==> src/sv/dwr_pkg.sv <==
// ----------------------------------------------------------------------------
// dwr_pkg - shared types and constants of the dwindle rectangle splitter
// widths, register indexes, queue sizing and the beat layouts of the block
// ----------------------------------------------------------------------------
package dwr_pkg;

	localparam int COORD_BITS     = 16;
	localparam int HANDLE_BITS    = 8;
	localparam int SPAN_BITS      = COORD_BITS - 1;
	localparam int GAP_BITS       = 10;
	localparam int SCREEN_BITS    = 4;
	localparam int WS_BITS        = 5;
	localparam int CALC_BITS      = COORD_BITS + 2;

	localparam int IN_FIELD_BITS  = HANDLE_BITS + SCREEN_BITS + WS_BITS;
	localparam int IN_DATA_BITS   = ((IN_FIELD_BITS + 7) / 8) * 8;
	localparam int OUT_FIELD_BITS = HANDLE_BITS + 2 * COORD_BITS + 2 * SPAN_BITS;
	localparam int OUT_DATA_BITS  = ((OUT_FIELD_BITS + 7) / 8) * 8;

	localparam int CFG_INDEX_BITS = 3;
	localparam int CFG_DATA_BITS  = COORD_BITS;

	localparam logic [CFG_INDEX_BITS-1:0] REG_ORIGIN_X      = CFG_INDEX_BITS'(0);
	localparam logic [CFG_INDEX_BITS-1:0] REG_ORIGIN_Y      = CFG_INDEX_BITS'(1);
	localparam logic [CFG_INDEX_BITS-1:0] REG_USABLE_WIDTH  = CFG_INDEX_BITS'(2);
	localparam logic [CFG_INDEX_BITS-1:0] REG_USABLE_HEIGHT = CFG_INDEX_BITS'(3);
	localparam logic [CFG_INDEX_BITS-1:0] REG_GAP_SIZE      = CFG_INDEX_BITS'(4);
	localparam logic [CFG_INDEX_BITS-1:0] REG_SCREEN_SEL    = CFG_INDEX_BITS'(5);
	localparam logic [CFG_INDEX_BITS-1:0] REG_WORKSPACE_SEL = CFG_INDEX_BITS'(6);

	localparam int QUEUE_PTR_BITS = 2;
	localparam int QUEUE_DEPTH    = 1 << QUEUE_PTR_BITS;
	localparam int QUEUE_CNT_BITS = QUEUE_PTR_BITS + 1;

	localparam logic signed [CALC_BITS-1:0] CALC_ONE  = CALC_BITS'(1);
	localparam logic signed [CALC_BITS-1:0] CALC_TWO  = CALC_BITS'(2);
	localparam logic [SPAN_BITS-1:0]        SPAN_ONE  = SPAN_BITS'(1);
	localparam logic [COORD_BITS-1:0]       COORD_ONE = COORD_BITS'(1);

	typedef struct packed {
		logic signed [COORD_BITS-1:0] origin_x;
		logic signed [COORD_BITS-1:0] origin_y;
		logic signed [COORD_BITS-1:0] usable_width;
		logic signed [COORD_BITS-1:0] usable_height;
		logic [GAP_BITS-1:0]          gap_size;
		logic [SCREEN_BITS-1:0]       screen_select;
		logic [WS_BITS-1:0]           workspace_select;
	} dwr_cfg_t;

	typedef struct packed {
		logic [HANDLE_BITS-1:0] handle;
		logic                   match;
		logic                   last;
	} dwr_item_t;

	typedef struct packed {
		logic      valid;
		dwr_item_t item;
	} dwr_head_t;

	typedef struct packed {
		logic [HANDLE_BITS-1:0]       window_handle;
		logic signed [COORD_BITS-1:0] area_x;
		logic signed [COORD_BITS-1:0] area_y;
		logic [SPAN_BITS-1:0]         area_width;
		logic [SPAN_BITS-1:0]         area_height;
		logic                         pass_done;
		logic                         no_window;
	} dwr_result_t;

endpackage

==> src/sv/dwr_front.sv <==
// ----------------------------------------------------------------------------
// dwr_front - entry intake and classification
// accepts window entries, marks those on the selected screen and workspace,
// and holds them in a short queue for the layout engine
// ----------------------------------------------------------------------------
module dwr_front import dwr_pkg::*; (
	input  logic                    clk,
	input  logic                    arst_n,
	input  dwr_cfg_t                cfg,
	input  logic                    s_axis_tvalid,
	output logic                    s_axis_tready,
	input  logic [IN_DATA_BITS-1:0] s_axis_tdata,
	input  logic                    s_axis_tlast,
	input  logic                    pop,
	output dwr_head_t               head
);

	dwr_item_t                 queue_q [QUEUE_DEPTH];
	logic [QUEUE_PTR_BITS-1:0] wr_ptr_q;
	logic [QUEUE_PTR_BITS-1:0] rd_ptr_q;
	logic [QUEUE_CNT_BITS-1:0] count_q;
	logic                      push;
	dwr_item_t                 new_item;
	logic [SCREEN_BITS-1:0]    in_screen;
	logic [WS_BITS-1:0]        in_workspace;

	assign in_screen    = s_axis_tdata[HANDLE_BITS +: SCREEN_BITS];
	assign in_workspace = s_axis_tdata[HANDLE_BITS + SCREEN_BITS +: WS_BITS];

	always_comb begin
		new_item.handle = s_axis_tdata[HANDLE_BITS-1:0];
		new_item.match  = (in_screen == cfg.screen_select) &&
			(in_workspace == cfg.workspace_select);
		new_item.last   = s_axis_tlast;
	end

	assign s_axis_tready = (count_q != QUEUE_CNT_BITS'(QUEUE_DEPTH));
	assign push          = s_axis_tvalid && s_axis_tready;

	assign head.valid = (count_q != '0);
	assign head.item  = queue_q[rd_ptr_q];

	always_ff @(posedge clk) begin
		if (push) begin
			queue_q[wr_ptr_q] <= new_item;
		end
	end

	always_ff @(posedge clk or negedge arst_n) begin
		if (!arst_n) begin
			wr_ptr_q <= '0;
			rd_ptr_q <= '0;
			count_q  <= '0;
		end else begin
			if (push) begin
				wr_ptr_q <= wr_ptr_q + 1'b1;
			end
			if (pop) begin
				rd_ptr_q <= rd_ptr_q + 1'b1;
			end
			case ({push, pop})
				2'b10:   count_q <= count_q + 1'b1;
				2'b01:   count_q <= count_q - 1'b1;
				default: count_q <= count_q;
			endcase
		end
	end

endmodule

==> src/sv/dwr_back.sv <==
// ----------------------------------------------------------------------------
// dwr_back - layout engine
// keeps the pending rectangle, splits it for each further matching entry in two
// steps and drives results through an output register
// ----------------------------------------------------------------------------
module dwr_back import dwr_pkg::*; (
	input  logic        clk,
	input  logic        arst_n,
	input  dwr_cfg_t    cfg,
	input  dwr_head_t   head,
	output logic        pop,
	output logic        m_axis_tvalid,
	input  logic        m_axis_tready,
	output dwr_result_t result
);

	localparam logic [1:0] ST_IDLE  = 2'd0;
	localparam logic [1:0] ST_SPLIT = 2'd1;
	localparam logic [1:0] ST_FINAL = 2'd2;

	logic [1:0]              state_q;
	logic [COORD_BITS-1:0]   pend_x_q;
	logic [COORD_BITS-1:0]   pend_y_q;
	logic [SPAN_BITS-1:0]    pend_w_q;
	logic [SPAN_BITS-1:0]    pend_h_q;
	logic [HANDLE_BITS-1:0]  pend_handle_q;
	logic                    have_pend_q;
	logic                    parity_q;

	logic signed [CALC_BITS-1:0] diff_q;
	logic signed [CALC_BITS-1:0] first_q;
	logic [COORD_BITS-1:0]       pos_gap_q;
	logic [COORD_BITS-1:0]       pos_span_q;
	logic [HANDLE_BITS-1:0]      new_handle_q;
	logic                        last_q;

	logic                        out_valid_q;
	dwr_result_t                 out_q;
	logic                        out_free;
	logic                        emit;
	dwr_result_t                 res;

	// split setup
	logic [SPAN_BITS-1:0]        span_c;
	logic signed [CALC_BITS-1:0] span_ext;
	logic signed [CALC_BITS-1:0] gap_ext;
	logic signed [CALC_BITS-1:0] diff_c;
	logic signed [CALC_BITS-1:0] first_c;
	logic [COORD_BITS-1:0]       pos_c;
	logic [COORD_BITS-1:0]       gap_coord;

	// split finish
	logic signed [CALC_BITS-1:0] other_c;
	logic                        short_c;
	logic signed [CALC_BITS-1:0] first_fin;
	logic [SPAN_BITS-1:0]        other_fin;
	logic [COORD_BITS-1:0]       pos_next;
	logic [SPAN_BITS-1:0]        first_emit;

	// first rectangle
	logic signed [CALC_BITS-1:0] init_w_c;
	logic signed [CALC_BITS-1:0] init_h_c;
	logic [SPAN_BITS-1:0]        init_w;
	logic [SPAN_BITS-1:0]        init_h;

	assign gap_ext   = signed'({{(CALC_BITS - GAP_BITS){1'b0}}, cfg.gap_size});
	assign gap_coord = {{(COORD_BITS - GAP_BITS){1'b0}}, cfg.gap_size};

	assign span_c   = parity_q ? pend_w_q : pend_h_q;
	assign span_ext = signed'({{(CALC_BITS - SPAN_BITS){1'b0}}, span_c});
	assign diff_c   = span_ext - gap_ext;
	assign first_c  = (diff_c >= CALC_TWO) ? (diff_c >>> 1) : (span_ext >>> 1);
	assign pos_c    = parity_q ? pend_x_q : pend_y_q;

	assign other_c    = diff_q - first_q;
	assign short_c    = (other_c < CALC_ONE);
	assign first_fin  = short_c ? (diff_q - CALC_ONE) : first_q;
	assign other_fin  = short_c ? SPAN_ONE : other_c[SPAN_BITS-1:0];
	assign pos_next   = short_c ? pos_span_q : (pos_gap_q + first_q[COORD_BITS-1:0]);
	assign first_emit = (first_fin < CALC_ONE) ? SPAN_ONE : first_fin[SPAN_BITS-1:0];

	assign init_w_c = signed'({{2{cfg.usable_width[COORD_BITS-1]}}, cfg.usable_width})
		- (gap_ext <<< 1);
	assign init_h_c = signed'({{2{cfg.usable_height[COORD_BITS-1]}}, cfg.usable_height})
		- (gap_ext <<< 1);
	assign init_w   = (init_w_c < CALC_ONE) ? SPAN_ONE : init_w_c[SPAN_BITS-1:0];
	assign init_h   = (init_h_c < CALC_ONE) ? SPAN_ONE : init_h_c[SPAN_BITS-1:0];

	assign out_free      = !out_valid_q || m_axis_tready;
	assign m_axis_tvalid = out_valid_q;
	assign result        = out_q;

	always_comb begin
		pop  = 1'b0;
		emit = 1'b0;
		res  = '0;
		case (state_q)
			ST_IDLE: begin
				pop = head.valid;
			end
			ST_SPLIT: begin
				if (out_free) begin
					emit              = 1'b1;
					res.window_handle = pend_handle_q;
					res.area_x        = signed'(pend_x_q);
					res.area_y        = signed'(pend_y_q);
					res.area_width    = parity_q ? first_emit : pend_w_q;
					res.area_height   = parity_q ? pend_h_q : first_emit;
				end
			end
			ST_FINAL: begin
				if (out_free) begin
					emit          = 1'b1;
					res.pass_done = 1'b1;
					if (have_pend_q) begin
						res.window_handle = pend_handle_q;
						res.area_x        = signed'(pend_x_q);
						res.area_y        = signed'(pend_y_q);
						res.area_width    = pend_w_q;
						res.area_height   = pend_h_q;
					end else begin
						res.no_window = 1'b1;
					end
				end
			end
			default: begin
				pop = 1'b0;
			end
		endcase
	end

	always_ff @(posedge clk) begin
		if (emit) begin
			out_q <= res;
		end
		if (state_q == ST_IDLE) begin
			diff_q       <= diff_c;
			first_q      <= first_c;
			pos_gap_q    <= pos_c + gap_coord;
			pos_span_q   <= pos_c + {1'b0, span_c} - COORD_ONE;
			new_handle_q <= head.item.handle;
			last_q       <= head.item.last;
		end
	end

	always_ff @(posedge clk or negedge arst_n) begin
		if (!arst_n) begin
			state_q       <= ST_IDLE;
			out_valid_q   <= 1'b0;
			pend_x_q      <= '0;
			pend_y_q      <= '0;
			pend_w_q      <= '0;
			pend_h_q      <= '0;
			pend_handle_q <= '0;
			have_pend_q   <= 1'b0;
			parity_q      <= 1'b0;
		end else begin
			if (emit) begin
				out_valid_q <= 1'b1;
			end else if (m_axis_tready) begin
				out_valid_q <= 1'b0;
			end
			case (state_q)
				ST_IDLE: begin
					if (head.valid) begin
						if (head.item.match && !have_pend_q) begin
							pend_x_q      <= cfg.origin_x + gap_coord;
							pend_y_q      <= cfg.origin_y + gap_coord;
							pend_w_q      <= init_w;
							pend_h_q      <= init_h;
							pend_handle_q <= head.item.handle;
							have_pend_q   <= 1'b1;
							parity_q      <= 1'b1;
							state_q       <= head.item.last ? ST_FINAL : ST_IDLE;
						end else if (head.item.match) begin
							state_q <= ST_SPLIT;
						end else begin
							state_q <= head.item.last ? ST_FINAL : ST_IDLE;
						end
					end
				end
				ST_SPLIT: begin
					if (out_free) begin
						if (parity_q) begin
							pend_x_q <= pos_next;
							pend_w_q <= other_fin;
						end else begin
							pend_y_q <= pos_next;
							pend_h_q <= other_fin;
						end
						pend_handle_q <= new_handle_q;
						parity_q      <= !parity_q;
						state_q       <= last_q ? ST_FINAL : ST_IDLE;
					end
				end
				ST_FINAL: begin
					if (out_free) begin
						have_pend_q <= 1'b0;
						parity_q    <= 1'b0;
						state_q     <= ST_IDLE;
					end
				end
				default: begin
					state_q <= ST_IDLE;
				end
			endcase
		end
	end

endmodule

==> src/sv/dwindle_rectangle_split.sv <==
// ----------------------------------------------------------------------------
// dwindle_rectangle_split - dwindle tiling layout of a window list
// window entries in, tile rectangles out; register file for the layout area
//
//   channel  | beat content                                   | direction
//   s_axis   | client entry, tlast marks the final entry      | in
//   m_axis   | tile rectangle, tlast ends the pass            | out
//   cfg      | register write, index and data                 | in
//
// an entry that splits the pending tile passes the idle state of the layout engine,
// where the split is set up, and then the split state; other entries pass only the
// idle state; a closing entry goes on to the final state; the split is two-step
// a 4-beat queue separates intake from the engine, an output register from m_axis
// reset clears the registers to their defaults, the queue and the output register
// ----------------------------------------------------------------------------
module dwindle_rectangle_split import dwr_pkg::*; (
	input  logic                      clk,
	input  logic                      arst_n,
	input  logic                      cfg_wen,
	input  logic [CFG_INDEX_BITS-1:0] cfg_index,
	input  logic [CFG_DATA_BITS-1:0]  cfg_data,
	input  logic                      s_axis_tvalid,
	output logic                      s_axis_tready,
	// client_handle, client_screen, client_workspace
	input  logic [IN_DATA_BITS-1:0]   s_axis_tdata,
	input  logic                      s_axis_tlast,
	output logic                      m_axis_tvalid,
	input  logic                      m_axis_tready,
	// window_handle, area_x, area_y, area_width, area_height
	output logic [OUT_DATA_BITS-1:0]  m_axis_tdata,
	output logic                      m_axis_tlast,
	// no_window
	output logic                      m_axis_tuser
);

	dwr_cfg_t    cfg_q;
	dwr_head_t   head;
	logic        pop;
	dwr_result_t res_out;

	always_ff @(posedge clk or negedge arst_n) begin
		if (!arst_n) begin
			cfg_q.origin_x         <= '0;
			cfg_q.origin_y         <= '0;
			cfg_q.usable_width     <= COORD_BITS'(1);
			cfg_q.usable_height    <= COORD_BITS'(1);
			cfg_q.gap_size         <= '0;
			cfg_q.screen_select    <= '0;
			cfg_q.workspace_select <= '0;
		end else if (cfg_wen) begin
			case (cfg_index)
				REG_ORIGIN_X:      cfg_q.origin_x         <= cfg_data;
				REG_ORIGIN_Y:      cfg_q.origin_y         <= cfg_data;
				REG_USABLE_WIDTH:  cfg_q.usable_width     <= cfg_data;
				REG_USABLE_HEIGHT: cfg_q.usable_height    <= cfg_data;
				REG_GAP_SIZE:      cfg_q.gap_size         <= cfg_data[GAP_BITS-1:0];
				REG_SCREEN_SEL:    cfg_q.screen_select    <= cfg_data[SCREEN_BITS-1:0];
				REG_WORKSPACE_SEL: cfg_q.workspace_select <= cfg_data[WS_BITS-1:0];
				default:           cfg_q <= cfg_q;
			endcase
		end
	end

	dwr_front u_front (
		.clk           (clk),
		.arst_n        (arst_n),
		.cfg           (cfg_q),
		.s_axis_tvalid (s_axis_tvalid),
		.s_axis_tready (s_axis_tready),
		.s_axis_tdata  (s_axis_tdata),
		.s_axis_tlast  (s_axis_tlast),
		.pop           (pop),
		.head          (head)
	);

	dwr_back u_back (
		.clk           (clk),
		.arst_n        (arst_n),
		.cfg           (cfg_q),
		.head          (head),
		.pop           (pop),
		.m_axis_tvalid (m_axis_tvalid),
		.m_axis_tready (m_axis_tready),
		.result        (res_out)
	);

	assign m_axis_tdata = {{(OUT_DATA_BITS - OUT_FIELD_BITS){1'b0}},
		res_out.area_height, res_out.area_width, res_out.area_y,
		res_out.area_x, res_out.window_handle};
	assign m_axis_tlast = res_out.pass_done;
	assign m_axis_tuser = res_out.no_window;

	a_empty_closes_pass: assert property (@(posedge clk) disable iff (!arst_n)
		m_axis_tvalid && m_axis_tuser |-> m_axis_tlast)
		else $error("empty result without end of pass");

	a_empty_is_zero: assert property (@(posedge clk) disable iff (!arst_n)
		m_axis_tvalid && m_axis_tuser |-> m_axis_tdata == '0)
		else $error("empty result carries a rectangle");

	a_tile_not_empty: assert property (@(posedge clk) disable iff (!arst_n)
		m_axis_tvalid && !m_axis_tuser |->
		res_out.area_width != '0 && res_out.area_height != '0)
		else $error("tile with zero size");

	a_pop_needs_entry: assert property (@(posedge clk) disable iff (!arst_n)
		pop |-> head.valid)
		else $error("queue read while empty");

endmodule

==> config.mk <==
export PLATFORM = sky130hd
export DESIGN_NAME = dwindle_rectangle_split
export DESIGN_NICKNAME = d
export VERILOG_FILES = /design/src/sv/dwr_pkg.sv /design/src/sv/dwr_front.sv /design/src/sv/dwr_back.sv /design/src/sv/dwindle_rectangle_split.sv
export SDC_FILE = /design/constraint.sdc
export NUM_CORES = 1
export LEC_CHECK = 0
export BUFFER_PORTS_ARGS = -buffer_cell sky130_fd_sc_hd__buf_4
export CAP_MARGIN = 5
export CORE_MARGIN = 5
export CORE_UTILIZATION = 50
export DETAILED_ROUTE_END_ITERATION = 10
export GPL_ROUTABILITY_DRIVEN = 1
export PLACE_DENSITY = 0.77
export SLEW_MARGIN = 30
export SYNTH_ARGS = -nofsm -noshare
export SYNTH_HDL_FRONTEND = slang
export SYNTH_HIERARCHICAL = 1
export SYNTH_SLANG_ARGS = --single-unit
==> constraint.sdc <==
create_clock -name clk -period 6.1 [get_ports clk]
set_clock_uncertainty 0.05 [all_clocks]
set_input_delay 0.915 -clock clk [delete_from_list [all_inputs] [get_ports clk]]
set_output_delay 0.915 -clock clk [all_outputs]
set_load 0.02 [all_outputs]
==> flow_metrics.tcl, run 1 <==
set metrics [dict create \
    hpwl_um 48000 \
    maxSlewViolCount 0 \
    finalSetupViolCount 0 \
    crit_family "compound AO/OA/AOI/OAI gates" \
    run_status "finished clean" \
    clk_path_buf_depth 3 \
    area_growth_pct 12.7 \
    period_minus_slack_ps 5160 \
    crit_top_cell "buf_4" \
    grt_max_degree 86 \
    cts_sinks 349 \
    htree_levels 2 \
    min_path_type "in2async" \
    tightest_slew_ps 1040 \
    clkLatencyLatePin_ps 570 \
    drive_gt1_share_pct 16.5 \
    synth_area_um2 21700 \
    first_global_vias 16898 \
    cts_tree "yes" \
    synth_seq_cells 349 \
    crit_chain "ha_1 > fa_1 > nand2b_1 > a21bo_2 > a211oi_1 > mux2_4 > nor4_4 > buf_4 > nand3_4 > o41ai_2 > buf_4 > nor2_1 > buf_4 > o311ai_0" \
    crit_path_max_incr_delay_ps 580 \
    cts-hold-fix-buffers 0 \
    core_um2 43000 \
    synth_simple_gate_area_share_pct 14.9 \
    synth_top_family_by_area "compound AO/OA/AOI/OAI gates" \
    worstSetupStartpointType "flip-flop" \
    synth.avg_cell_area_um2 10.5 \
    critical_path_buf_inv_count 3 \
    syn_inst 2062 \
    io_pins 125 \
    dr_total_vias 17484 \
    hold_viol 0 \
    grt-ovfl-total 0 \
    arrival_ps 5400 \
    die_y_um 218 \
    fp.dieW_um 218 \
    slew-limit-headroom_pct 30.1 \
    yosysTopAreaCell "edfxtp_1" \
    rsz0062_at_grt "false" \
    mostFrequentLayoutCell "edfxtp_1" \
    netlist_top_cells_area "edfxtp_1, dfrtp_1, ha_1" \
    seq_area_frac_synth_pct 44.5 \
    grt_antenna_before_repair 0 \
    synthAdderAreaFrac_pct 8.42 \
    ant_nets 0 \
    synth_top_area_share_pct 25.5 \
    muxShareOfSynthArea_pct 8.36 \
    grt_pass1_wl_um 98800 \
    track_usage_pct 26.7 \
    placement_rows 76 \
    synth_cell_types 100 \
    via_per_inst 6.30 \
    final_nets 2348 \
    finalSetupTns_ps 0 \
    start_util_pct 50.5 \
    synth_warnings 6 \
    clock_tree.root_cell "clkbuf_16" \
    crit_path_end_kind "flip-flop" \
    max_clock_freq_mhz 194 \
    synthXorXnorAreaFrac_pct 4.08 \
    crit_fanout 26 \
    crit_path_top_delay_cell "o311ai_0" \
    crit_type "reg2reg" \
    wl_per_cell_um 23.3 \
    ys.flop_type "edfxtp_1" \
    async_flop_share_pct 47.3 \
    cap_violations 0 \
    synth_edf_count 184 \
    clkTransAtPathRegs_ps 60 \
    cts_buffers 39 \
    gp_congestion 0.964 \
    finalWirelength_um 64700 \
    post-cts-setup-buffers 0 \
    drt-initial-drc-count 1878 \
    most-common-layout-cells "edfxtp_1, dfrtp_1, buf_4" \
    cp_data_required_time_ps 6330 \
    fin_crit_sh_pct 84.6 \
    drc 0 \
    firstDrtPassIters 7 \
    portBuffers 115 \
    cts_resized 0 \
    synth_compound_area_share_pct 15.3 \
    die_area_um2 47700 \
]
## final timing paths
check                                 endpoint  cells after the start  slack [ps]          startpoint
max                           u_back/result[8]                     14         940   u_back/first_q[0]
max reg2reg                   u_back/result[8]                     14         940   u_back/first_q[0]
min in group clk            u_front/count_q[2]                      1         450  u_front/count_q[2]
min                        u_front/wr_ptr_q[1]                      1         350              arst_n
max in group asynchronous  u_back/pend_y_q[14]                      3        4380              arst_n
min reg2reg                 u_front/count_q[2]                      1         450  u_front/count_q[2]
## flip-flops by register name, summed over array words and instances, names as in the netlist, 3 cells and up
signal and count:
u_back/result 72, u_back/first_q 15, u_back/pend_h_q 15, u_front/queue_q 40, u_back/new_handle_q 8, u_back/pend_handle_q 8
u_front/count_q 3, u_back/pos_span_q 16, u_back/pend_y_q 16, u_back/pos_gap_q 16, u_back/pend_x_q 16, u_back/diff_q 16
u_back/pend_w_q 15, cfg_q 83
## cells in the mapped netlist (16+ instances only)
library cell,number
nor2b_1,30
a21oi_1,92
and2_1,53
o211ai_1,27
mux2_2,63
o311ai_1,20
o21ai_0,79
inv_1,139
mux2_4,32
clkbuf_1,62
xnor2_1,77
nor2_1,115
nand4_1,63
ha_1,130
nand2b_1,19
dfrtp_1,163
mux2i_1,40
a211oi_1,16
o31ai_1,20
nor3_1,38
xor2_1,24
a221oi_1,16
or3_1,17
edfxtp_1,184
nand2_1,145
a31oi_1,26
a21o_1,18
nor4_1,20
o21a_1,25
nand3_1,42
## layout make-up
cell class	instances	area (µm²)
fill	3665	18500
multi-input combinational	1482	11200
sequential	349	9660
timing repair buffer	148	1130
clock buffer	49	1070
tap	585	732
inverter	139	522
clock inverter	23	199
antenna	1	2.50
## kinds of logic (layout without fill, tap and decap cells)
family | count (synthesis) | count (layout)
other | 2 | 4
buffers and inverters | 232 | 359
DFF | 349 | 349
adders and majority gates | 140 | 140
AOI/OAI and AO/OA | 480 | 480
xor gates and xnor gates | 101 | 101
and+or+nand+nor | 613 | 613
muxes | 145 | 145
## through the flow
stage,setup WS [ps],cells,util [%],cell area [µm²],hold slack (ps)
floorplan,430,2063,-,21700,399
global placement,1020,2702,53.9,23200,420
detailed placement,937,2703,53.9,23200,434
CTS,891,2775,56.9,24500,379
global route,746,2775,56.9,24500,406
finish,937,2776,56.9,24500,348
## layer usage
layer,up-vias,GRT usage [%],share of wire (%)
met4,0,11.7,4.8
met2,888,41.2,45
met5,-,0,0
met1,8487,36.8,41
met3,168,5.46,9.1
li1,7941,-,-
Power of run 1 is not shown: default switching activity piles up to over one toggle a cycle in this logic, so the estimate is an artifact.
==> run 2: changes to the inputs <==
--- a/config.mk
+++ b/config.mk
@@ -5,6 +5,7 @@
 export SDC_FILE = /design/constraint.sdc
 export NUM_CORES = 1
 export LEC_CHECK = 0
+export ABC_AREA = 1
 export BUFFER_PORTS_ARGS = -buffer_cell sky130_fd_sc_hd__buf_4
 export CAP_MARGIN = 5
 export CORE_MARGIN = 5
==> constraint.sdc (replaced) <==
create_clock -name clk -period 4.7 [get_ports clk]
set_clock_uncertainty 0.05 [all_clocks]
set_input_delay 0.705 -clock clk [delete_from_list [all_inputs] [get_ports clk]]
set_output_delay 0.705 -clock clk [all_outputs]
set_load 0.02 [all_outputs]
==> run 2 against run 1 <==
Sequential share of layout area up 0.077 points; global-route usage is 0.40 points lower; critical path depth is 4 higher; highest routed layer unchanged.
==> flow_metrics.tcl, run 2 <==
set metrics [dict create \
    cap_violations 0 \
    synth_edf_count 184 \
    cts-hold-fix-buffers 0 \
    crit_fanout 39 \
    crit_path_end_kind "flip-flop" \
    clkTransAtPathRegs_ps 60 \
    crit_type "reg2reg" \
    muxShareOfSynthArea_pct 0 \
    most-common-layout-cells "nand2_1, inv_1, edfxtp_1" \
    final_nets 2943 \
    synth_area_um2 21600 \
    synth_simple_gate_area_share_pct 23.3 \
    synth.avg_cell_area_um2 8.14 \
    first_global_vias 17912 \
    dp_slack_ps 424 \
    fin_crit_sh_pct 94.2 \
    syn_inst 2649 \
    track_usage_pct 26.3 \
    cts_buffers 39 \
    cts_resized 0 \
    synth_cell_types 55 \
    dpl_cell_area_um2 23100 \
    async_flop_share_pct 47.3 \
    portBuffers 115 \
    finalSetupViolCount 0 \
    ys.flop_type "edfxtp_1" \
    cts_tree "yes" \
    grt-ovfl-total 0 \
    placement_rows 76 \
    fp.dieW_um 218 \
    antennaDiodeCount 0 \
    start_util_pct 50.3 \
    rsz0062_at_grt "false" \
    clock_tree.root_cell "clkbuf_16" \
    finalSetupTns_ps 0 \
    finalWirelength_um 63500 \
    gr-usage-met1_pct 36.0 \
    drt-initial-drc-count 1815 \
    firstDrtPassIters 5 \
    clkLatencyLatePin_ps 560 \
    drc 0 \
    hold_viol 0 \
    grt_max_degree 166 \
    run_status "finished clean" \
    core_um2 42900 \
    mostFrequentLayoutCell "nand2_1" \
    cp_data_required_time_ps 4930 \
    cts_sinks 349 \
    top_register "cfg_q" \
    die_y_um 218 \
    met2_usage_pct 41.5 \
    area_growth_pct 13.3 \
    yosysMostFrequentCell "nand2_1" \
    yosysTopAreaCell "edfxtp_1" \
    synth_top_family_by_area "simple AND/OR/NAND/NOR gates" \
    tightest_slew_ps 992 \
    arrival_ps 4660 \
    post-cts-setup-buffers 0 \
    worstSetupStartpointType "flip-flop" \
    dr_total_vias 18592 \
    die_area_um2 47400 \
    fin_hold_ws_ps 61.7 \
    synthXorXnorAreaFrac_pct 4.18 \
    ant_nets 0 \
    synthAdderAreaFrac_pct 8.47 \
    min_path_type "in2async" \
    fin_ws_ps 271 \
    wl_per_cell_um 18.8 \
    via_per_inst 5.52 \
    gp_congestion 0.959 \
    synthTopCellsByCount "nand2_1, inv_1, edfxtp_1" \
    seq_area_frac_synth_pct 44.8 \
    largest_reg_flops 83 \
    synth_compound_area_share_pct 11.0 \
    busiest_layer "met2" \
    synth_top_area_share_pct 25.6 \
    drive_gt1_share_pct 10.3 \
    htree_levels 2 \
    grt_antenna_before_repair 0 \
    synth_warnings 6 \
    max_clock_freq_mhz 226 \
    io_pins 125 \
    grt_util_met3_pct 5.94 \
    maxSlewViolCount 0 \
    fin_area_um2 24400 \
    clk_path_buf_depth 3 \
    synth_seq_cells 349 \
    hpwl_um 47200 \
    slew-limit-headroom_pct 33.6 \
    netlist_top_cells_area "edfxtp_1, dfrtp_1, nand2_1" \
    period_minus_slack_ps 4430 \
    grt_pass1_wl_um 98200 \
]
run 2: routing by layer:
| layer | part of all wire [%] | up-vias |
|---|---|---|
| met5 | 0 | - |
| met4 | 3.8 | 0 |
| met3 | 9.1 | 146 |
| met2 | 45 | 762 |
| met1 | 42 | 8793 |
| li1 | - | 8891 |
run 2: per-stage QoR:
| stage | util [%] | std cells |
|---|---|---|
| finish | 57.0 | 3370 |
| global route | 57.0 | 3370 |
| CTS | 56.9 | 3369 |
| detailed placement | 53.8 | 3297 |
| global placement | 53.8 | 3297 |
| floorplan | - | 2650 |
run 2: worst paths after layout:
path | slack [ps] | cells after the start | to | start
max | 270 | 18 | u_back/first_q[8] | u_back/parity_q
min | 60 | 2 | u_back/pend_w_q[13] | arst_n
max reg2reg | 270 | 18 | u_back/first_q[8] | u_back/parity_q
min reg2reg | 440 | 2 | cfg_q[78] | cfg_q[78]
max in group asynchronous | 3630 | 3 | cfg_q[24] | arst_n
min in group clk | 300 | 1 | u_front/queue_q[3][7] | s_axis_tdata[5]
run 2: worst max-delay path: stages, from the launching register on:
cell and delay, ps:
dfrtp_2 680, o21ai_0 660, inv_1 180, ha_1 360
inv_1 90, nor3_1 210, nand2_1 80, o211ai_1 130
a21oi_1 210, o21bai_1 210, nand2_1 120, nand2_1 110
xor2_1 210, inv_1 80, nor4_1 230, nand3_1 150
nand2_1 130, buf_12 160, o21ai_0 100
run 2: cells by family (layout without fill, tap and decap cells):
kind of cell,Yosys count,in the layout
AO/OA/AOI/OAI,425,425
XOR/XNOR,102,102
adder cells (fa/ha/maj),140,140
buffers and inverters,439,574
flip-flops,349,349
other,2,3
AND/OR/NAND/NOR,1192,1192
run 2: layout make-up:
class / count / area [µm²]
fillers: 3754 / 18500
multi-input cells: 1862 / 10200
flip-flops and latches: 349 / 9660
inverters: 351 / 1320
repair buffers: 151 / 1190
clock buffers: 50 / 1090
well taps: 585 / 732
clock inverters: 22 / 238
Power of run 2 is left out for the same reason.
